[src/design/ksm_pkg.sv]
// Package for the k-smallest tracker: mode codes, cell operation codes,
// the control word broadcast along the cell row, and fixed field widths.
// No dependencies.
package ksm_pkg;

    localparam int VALUE_W = 32;
    localparam int RANK_W  = 6;
    localparam int MODE_W  = 2;

    localparam logic signed [VALUE_W-1:0] RESET_VALUE = 32'sh7FFF_FFFF;

    // Input item modes.
    localparam logic [MODE_W-1:0] MODE_INSERT = 2'd0;
    localparam logic [MODE_W-1:0] MODE_FILL   = 2'd1;
    localparam logic [MODE_W-1:0] MODE_DUMP   = 2'd2;

    // Operations applied by every cell in the same cycle.
    localparam logic [1:0] CELL_HOLD   = 2'd0;
    localparam logic [1:0] CELL_INSERT = 2'd1;
    localparam logic [1:0] CELL_FILL   = 2'd2;
    localparam logic [1:0] CELL_ROTATE = 2'd3;

    typedef struct packed {
        logic [1:0]         op;
        logic [VALUE_W-1:0] sample;
    } ksm_ctrl_t;

endpackage

[src/design/k_smallest_tracker.sv]
// Insert and fill words can follow back to back while the output is not stalled;
// the result word appears in the cycle after acceptance, in an output register.
// A dump gives KEEP_COUNT result words, one per cycle while the output is not
// stalled, as the cell row rotates; no input word is taken during the dump.
// Synchronous active-low reset sets every entry to 2147483647 and empties
// the output register.
module k_smallest_tracker
    import ksm_pkg::*;
#(
    parameter int KEEP_COUNT = 8
) (
    input  logic        aclk,
    input  logic        aresetn,
    input  logic        s_tvalid,
    output logic        s_tready,
    input  logic [31:0] s_tdata,   // [31:0] sample_value
    input  logic [1:0]  s_tuser,   // [1:0] mode
    output logic        m_tvalid,
    input  logic        m_tready,
    output logic [39:0] m_tdata,   // [31:0] out_value, [37:32] out_rank, [39:38] zero
    output logic        m_tlast    // last_flag
);

    localparam int CNT_W = (KEEP_COUNT > 1) ? $clog2(KEEP_COUNT) : 1;
    localparam logic [CNT_W-1:0] CNT_LAST = CNT_W'(KEEP_COUNT - 1);

    localparam logic ST_IDLE = 1'b0;
    localparam logic ST_DUMP = 1'b1;

    logic state_reg, state_next;
    logic [CNT_W-1:0] cnt_reg, cnt_next;
    logic out_valid_reg, out_valid_next;
    logic signed [VALUE_W-1:0] out_value_reg, out_value_next;
    logic [RANK_W-1:0] out_rank_reg, out_rank_next;
    logic out_last_reg, out_last_next;

    logic out_free;
    logic accept;
    logic dump_step;
    logic [MODE_W-1:0] mode;
    ksm_ctrl_t ctrl;
    logic signed [VALUE_W-1:0] carry_out;

    logic signed [VALUE_W-1:0] cell_value [KEEP_COUNT];
    logic                      cell_take  [KEEP_COUNT];

    assign mode      = s_tuser;
    assign out_free  = !out_valid_reg || m_tready;
    assign s_tready  = (state_reg == ST_IDLE) && out_free;
    assign accept    = s_tvalid && s_tready;
    assign dump_step = (state_reg == ST_DUMP) && out_free;

    always_comb begin
        ctrl.sample = s_tdata;
        ctrl.op     = CELL_HOLD;
        if (dump_step) begin
            ctrl.op = CELL_ROTATE;
        end else if (accept) begin
            case (mode)
                MODE_INSERT: ctrl.op = CELL_INSERT;
                MODE_FILL:   ctrl.op = CELL_FILL;
                default:     ctrl.op = CELL_HOLD;
            endcase
        end
    end

    generate
        for (genvar i = 0; i < KEEP_COUNT; i++) begin : g_cell
            logic signed [VALUE_W-1:0] left_v;
            logic                      left_t;
            logic signed [VALUE_W-1:0] right_v;

            if (i == 0) begin : g_head
                assign left_v = $signed(s_tdata);
                assign left_t = 1'b0;
            end else begin : g_body
                assign left_v = cell_value[i-1];
                assign left_t = cell_take[i-1];
            end

            // During a dump the row rotates toward rank zero; the head wraps
            // around to the tail so the list is restored after a full pass.
            if (i == KEEP_COUNT - 1) begin : g_tail
                assign right_v = cell_value[0];
            end else begin : g_mid
                assign right_v = cell_value[i+1];
            end

            ksm_cell u_cell (
                .aclk        (aclk),
                .aresetn     (aresetn),
                .ctrl        (ctrl),
                .left_value  (left_v),
                .left_take   (left_t),
                .right_value (right_v),
                .value       (cell_value[i]),
                .take        (cell_take[i])
            );
        end
    endgenerate

    assign carry_out = cell_take[KEEP_COUNT-1] ? cell_value[KEEP_COUNT-1] : $signed(s_tdata);

    always_comb begin
        state_next     = state_reg;
        cnt_next       = cnt_reg;
        out_valid_next = out_valid_reg && !m_tready;
        out_value_next = out_value_reg;
        out_rank_next  = out_rank_reg;
        out_last_next  = out_last_reg;

        if (dump_step) begin
            out_valid_next = 1'b1;
            out_value_next = cell_value[0];
            out_rank_next  = RANK_W'(cnt_reg);
            out_last_next  = (cnt_reg == CNT_LAST);
            cnt_next       = cnt_reg + 1'b1;
            if (cnt_reg == CNT_LAST) begin
                state_next = ST_IDLE;
            end
        end else if (accept) begin
            case (mode)
                MODE_INSERT: begin
                    out_valid_next = 1'b1;
                    out_value_next = carry_out;
                    out_rank_next  = '0;
                    out_last_next  = 1'b1;
                end
                MODE_FILL: begin
                    out_valid_next = 1'b1;
                    out_value_next = $signed(s_tdata);
                    out_rank_next  = '0;
                    out_last_next  = 1'b1;
                end
                MODE_DUMP: begin
                    state_next = ST_DUMP;
                    cnt_next   = '0;
                end
                default: begin
                    state_next = state_reg;
                end
            endcase
        end
    end

    always_ff @(posedge aclk) begin
        if (!aresetn) begin
            state_reg     <= ST_IDLE;
            cnt_reg       <= '0;
            out_valid_reg <= 1'b0;
        end else begin
            state_reg     <= state_next;
            cnt_reg       <= cnt_next;
            out_valid_reg <= out_valid_next;
        end
    end

    always_ff @(posedge aclk) begin
        out_value_reg <= out_value_next;
        out_rank_reg  <= out_rank_next;
        out_last_reg  <= out_last_next;
    end

    assign m_tvalid = out_valid_reg;
    assign m_tdata  = {2'b00, out_rank_reg, out_value_reg};
    assign m_tlast  = out_last_reg;

    a_no_input_in_dump : assert property (@(posedge aclk) disable iff (!aresetn)
        (state_reg == ST_DUMP) |-> !s_tready)
        else $error("input word accepted during dump");

    a_dump_starts : assert property (@(posedge aclk) disable iff (!aresetn)
        (accept && (mode == MODE_DUMP)) |=> (state_reg == ST_DUMP) && (cnt_reg == '0))
        else $error("dump did not start after dump word");

    a_dump_last_rank : assert property (@(posedge aclk) disable iff (!aresetn)
        dump_step |=> m_tvalid && (m_tlast == (out_rank_reg == RANK_W'(KEEP_COUNT - 1))))
        else $error("dump last flag does not match final rank");

    generate
        for (genvar j = 0; j + 1 < KEEP_COUNT; j++) begin : g_order_chk
            a_sorted : assert property (@(posedge aclk) disable iff (!aresetn)
                (state_reg == ST_IDLE) |-> (cell_value[j] <= cell_value[j+1]))
                else $error("kept list out of order");
        end
    endgenerate

endmodule

[src/design/ksm_cell.sv]
// One entry of the sorted list: holds a value, compares it with the
// broadcast sample and takes the sample or its left or right neighbor's value.
// Depends on ksm_pkg.
module ksm_cell
    import ksm_pkg::*;
(
    input  logic                      aclk,
    input  logic                      aresetn,
    input  ksm_ctrl_t                 ctrl,
    input  logic signed [VALUE_W-1:0] left_value,
    input  logic                      left_take,
    input  logic signed [VALUE_W-1:0] right_value,
    output logic signed [VALUE_W-1:0] value,
    output logic                      take
);

    logic signed [VALUE_W-1:0] value_reg;
    logic signed [VALUE_W-1:0] value_next;

    // Strictly smaller, so a sample equal to this entry lands after it.
    assign take  = $signed(ctrl.sample) < value_reg;
    assign value = value_reg;

    always_comb begin
        value_next = value_reg;
        case (ctrl.op)
            CELL_INSERT: begin
                if (take) begin
                    value_next = left_take ? left_value : $signed(ctrl.sample);
                end
            end
            CELL_FILL: begin
                value_next = $signed(ctrl.sample);
            end
            CELL_ROTATE: begin
                value_next = right_value;
            end
            default: begin
                value_next = value_reg;
            end
        endcase
    end

    always_ff @(posedge aclk) begin
        if (!aresetn) begin
            value_reg <= RESET_VALUE;
        end else begin
            value_reg <= value_next;
        end
    end

endmodule

[config.mk]
export PLATFORM = sky130hd
export DESIGN_NAME = k_smallest_tracker
export DESIGN_NICKNAME = d
export VERILOG_FILES = /design/src/design/ksm_pkg.sv /design/src/design/k_smallest_tracker.sv /design/src/design/ksm_cell.sv
export SDC_FILE = /design/constraint.sdc
export NUM_CORES = 1
export LEC_CHECK = 0
export BUFFER_PORTS_ARGS = -buffer_cell sky130_fd_sc_hd__buf_2
export CAP_MARGIN = 25
export CORE_MARGIN = 3
export CORE_UTILIZATION = 55
export CTS_CLUSTER_DIAMETER = 30
export DETAILED_ROUTE_END_ITERATION = 12
export PLACE_DENSITY = 0.82
export SETUP_SLACK_MARGIN = 0.5
export SYNTH_ARGS = -nofsm -noshare
export SYNTH_HDL_FRONTEND = slang
export SYNTH_SLANG_ARGS = --single-unit
[constraint.sdc]
create_clock -name aclk -period 2.6 [get_ports aclk]
set_input_delay 0.26 -clock aclk [delete_from_list [all_inputs] [get_ports aclk]]
set_output_delay 0.26 -clock aclk [all_outputs]
set_load 0.005 [all_outputs]
==> results of run 1 <==
per-stage QoR:
stage / TNS, ps / std cells
2_1_floorplan: -4760 / 2495
3_3_place_gp: -174210 / 3435
3_5_place_dp: -185780 / 3435
4_1_cts: -99660 / 3668
logic make-up after synthesis:
kind of cell | Yosys count | synth area share (%)
AO/OA/AOI/OAI | 837 | 29.9
AND/OR/NAND/NOR | 640 | 14.4
buffers and inverters | 458 | 8.89
flip-flops | 297 | 31.0
adder cells (fa/ha/maj) | 250 | 15.4
multiplexers | 6 | 0.314
XOR/XNOR | 2 | 0.0862
other | 1 | 0.0184
metal layers:
layer / global-route usage (%) / overflow
met1: 89.6 / 37
met2: 102 / 413
met3: 81.6 / 36
met4: 95.0 / 254
met5: 61.5 / 4
synth_stat cells, types with 16 or more instances:
master       n
a2bb2oi_1   31
nand4_1     33
a221o_1     33
nand2_1    293
a21o_1      34
inv_1      262
ha_1       250
buf_2       20
o221ai_1    32
o21ai_0    176
a221oi_1    99
nand3_1     16
nor2_1     136
a32oi_1     62
a22oi_1     96
clkbuf_2    30
clkbuf_1   136
dfxtp_1    261
edfxtp_1    36
and3_1     100
a21oi_1    137
o32a_1      62
repair_timing:
action,in CTS
hold buffers,0
endpoints found under the setup margin,288
pin swaps,138
resized for setup,348
buffers inserted,62
hold endpoints to repair,0
gates cloned,28
==> results.md, run 1 <==
- Outcome: aborted with a tool error
- Stop stage: global routing
- First Err: [ERROR GRT-0232] Routing congestion too high. Check the congestion heatmap in the GUI.
- FF+latch count, synth: 297
- Die width: ~200 µm
- Top cells by area, synth: dfxtp_1 26%, ha_1 15%, nand2_1 5.4%
- Mapped Cells: 2491
- Post-synth EDFFs: 36
- Max clock buf depth: 3
- Number of buffers created by CTS: 80
- Dpl hpwl: around 61 mm
- GRT worst endpoint: g_cell[4].u_cell.value[23]$_SDFFE_PN1P_/D
- Area share of the largest cell type after synthesis: between 20 and 30%
- Synth Cell Area: 20300 µm²
- GRT Total Usage: around nine tenths
- Prevailing post-synth register cell: dfxtp_1
- Core Rows: between 60 and 70
- Die height: between 150 and 200 µm
- Ports: 81
- Placed instance area: roughly 27000 µm²
- Clock Sinks: between 200 and 300
- GR Overflow Total: between 700 and 800
- # port buffers: 75
- Total of warnings raised by yosys: 0
- Area leader, netlist: dfxtp_1
- Pin count of the biggest net entering global routing: 67
- Worst endpoint type: sequential cell input
- Netlist cell types: 65
- Starting Density: a little under three fifths
- Post-place setup slack: -756 ps
- Clock Tree Root: clkbuf_16
- Async SR Flop Fraction: 0%
- Syn avg cell area: between 8 and 9 µm²
- Routability congestion estimate: ~1
- Register area share after synthesis: a little under a third
- H-tree Lvls: 3
==> inputs of run 2 (changes only) <==
- CORE_UTILIZATION: 55 -> 40
- CTS_CLUSTER_DIAMETER: 30 -> not set
- PLACE_DENSITY: 0.82 -> not set
- PLACE_DENSITY_LB_ADDON: not set -> 0.15
- SETUP_SLACK_MARGIN: 0.5 -> not set
- clock period: 2.6 -> 3.4 ns (I/O delays scaled with it)
==> run 2 against run 1 <==
  * The run now ends clean
  * Synthesized cell count unchanged
  * Area after synthesis unchanged
==> results.md, run 2 <==
- Multi-input gate area: approximately 13000 µm²
- GRT Total Usage: 29.4%
- Drt initial violations: about 2300
- Nets: approximately 2900
- Worst Path Required: 3820 ps
- Most frequent cell after synthesis: nand2_1
- Routability congestion estimate: 0.939 (-5.6%)
- Area growth syn-to-layout: 20.1%
- Clock Tree Root: clkbuf_16
- Number of buffers created by CTS: 37 (-54%)
- Syn avg cell area: 8.16 µm² (unchanged)
- CP bufs+invs: 6
- Worst Hold Class: in -> reg
- Routed Wire Length: roughly 80 mm
- Placed cell count: 3222 (-6.2%)
- Outcome: finished, final reports clean
- Clock skew: about 43 ps
- CTS clk-pin slew, worst paths: about 60 ps
- Number of flip-flops in the largest register: between 200 and 300
- Critical Path Sink Type: flip-flop
- Async SR Flop Fraction: 0% (unchanged)
- Startpoint types: flip-flop
- Worst path slowest cell: or4_1
- Prevailing post-synth register cell: dfxtp_1
- Routed Antenna Nets: 0
- Fin util: between 40% and 50%
- Total of warnings raised by yosys: 0 (unchanged)
- VDD IR-drop max: 0.282 mV
- Filler cells: 4747
- Core outline area: about 50000 µm²
- Family with the most delay on the worst path: simple AND/OR/NAND/NOR gates
- Area share of the largest cell type after synthesis: 25.7% (unchanged)
- Fin crit period: approximately 3400 ps
- Die height: 231 µm (+17%)
- Hold_buf cts: 0 (unchanged)
- Leakage: about 12 nW
- Mapped Cells: 2491 (unchanged)
- TritonCTS clock tree: done
- Fmax: about 300 MHz
- Min Hold Slack: 145 ps
- Critical path cell sequence: inv_4 -> ha_4 -> nand4_1 -> or4_1 -> a221o_1 -> a41oi_2 -> nor4_4 -> xnor2_2 -> buf_4 -> buf_12 -> buf_12 -> a21oi_4 -> buf_6 -> buf_12 -> a32oi_1
- Residual DRC count: 0
- # port buffers: 75 (unchanged)
- Post-DR wirelength/cell: 24.7 µm
- Starting Density: 41.0% (-15 points)
- H-tree Lvls: 2 (-1)
- Top cell by count, worst path: buf_12
- Pin slew with the least headroom to its limit: between 800 and 900 ps
- Area leader, netlist: dfxtp_1
- GR Overflow Total: 0
- CP max stage delay: 610 ps
- Final period util: between 90% and 100%
- Non-Filler Instances: between 3000 and 4000
- Core Rows: 81 (+17%)
- Slew margin rel.: about two fifths
- Initial antenna violation count: 6
- Die width: 231 µm (+17%)
- Final setup viols: 0
- Max clock buf depth: 3 (unchanged)
- Die area: roughly 54000 µm²
- Pin count of the biggest net entering global routing: 71
- Vias in the first global route: 20000
- Top cells by instance count after synthesis: 293 x nand2_1, 262 x inv_1, 261 x dfxtp_1, 250 x ha_1, 176 x o21ai_0
- Register area share after synthesis: 31.0% (unchanged)
- Vias per std cell: approximately 6.3
- Vias: 20800
- Share of layout cells above drive strength 1: around 15%
- N_diodes: 0
- Ports: 81 (unchanged)
- Synth Cell Area: 20300 µm² (unchanged)
- Flip-flop and latch area: ~6300 µm²
- Setup TNS: 0 ps
- Hold Violations, Final: 0
- Tot Pwr: about 13 mW
- Worst Path Arrival: 3810 ps
- CP max FO: 8
- Detailed Routing Iterations Pass 1: 6
- Max Cap Viol: 0
- Leading cell types in the layout, fill and taps excluded: 292 x nand2_1, 256 x inv_1, 252 x dfxtp_1
- PwrDens: about 520 nW/µm²
- Worst Setup Path Type: reg -> reg
- Top cells by area, synth: dfxtp_1 26%, ha_1 15%, nand2_1 5.4%
- Post-synth EDFFs: 36 (unchanged)
- Pins Over Slew Limit: 0
- Dpl hpwl: 58.4 mm (-4.5%)
- Clock Sinks: 297 (unchanged)
- Clk_lat worst skew: 580 ps
- Global-route wire length before repair: 122 mm
- Commonest non-fill, non-tap cell in the layout: nand2_1
- FF+latch count, synth: 297 (unchanged)
- Netlist cell types: 65 (unchanged)
- RSZ-0062 raised after global routing: true
run 2: cell counts after synthesis:
No cell type changed its count.
run 2: final timing paths:
kind | startpoint | end | slack, ps | cells after the start
max | g_cell[3].u_cell.value[15] | g_cell[3].u_cell.value[14] | 10 | 15
min | s_tdata[20] | g_cell[5].u_cell.value[20] | 140 | 3
max reg2reg | g_cell[3].u_cell.value[15] | g_cell[3].u_cell.value[14] | 10 | 15
min reg2reg | g_cell[3].u_cell.value[8] | g_cell[3].u_cell.value[8] | 490 | 2
run 2: tightest hold or removal path: stages:
cell     delay (ps)
buf_2           190
nand2_1          90
a21oi_1          60
run 2: timing repair:
action,CTS,global route
pin swaps,6,13
endpoints found under the setup margin,45,261
gates resized for setup,5,59
setup buffers,8,14
cloned,2,2
run 2: logic make-up (layout without fill, tap and decap cells):
family	count (synthesis)	in the layout	share of synthesized area, %
AO/OA/AOI/OAI	837	837	29.9
XOR/XNOR	2	2	0.0862
adder cells (fa/ha/maj)	250	250	15.4
buffers and inverters	458	611	8.89
flip-flops	297	297	31.0
multiplexers	6	6	0.314
other	1	5	0.0184
AND/OR/NAND/NOR	640	640	14.4
run 2: cell type report:
type	instances	area share [%]
multi-input combinational	1740	51.7
clock buffer	53	4.29
clock inverter	12	0.344
timing repair buffer	284	10.3
sequential	297	25.9
tap	664	3.40
inverter	262	4.05
run 2: per-stage QoR:
| step | setup slack (ps) | area [µm²] |
|---|---|---|
| global route | -77.1 | 24400 |
| detailed placement | -219 | 22700 |
| global placement | -121 | 22700 |
| floorplan | 538 | 20300 |
| finish | 12.6 | 24400 |
| CTS | 11.1 | 24000 |
run 2: power breakdown:
part / internal [mW] / switching, mW
clock: 2.15 / 1.65
sequential: 4.00 / 0.371
combinational: 1.94 / 2.70
total: 8.09 / 4.71
run 2: metal layers:
layer	routed length [µm]	GRT usage, %	vias to the layer above
met5	158	1.47	-
met4	3000	11.4	10
met2	36100	46.0	1062
li1	-	-	9535
met1	33600	38.2	9978
met3	8900	8.58	185
(Power assumes the default switching activity.)
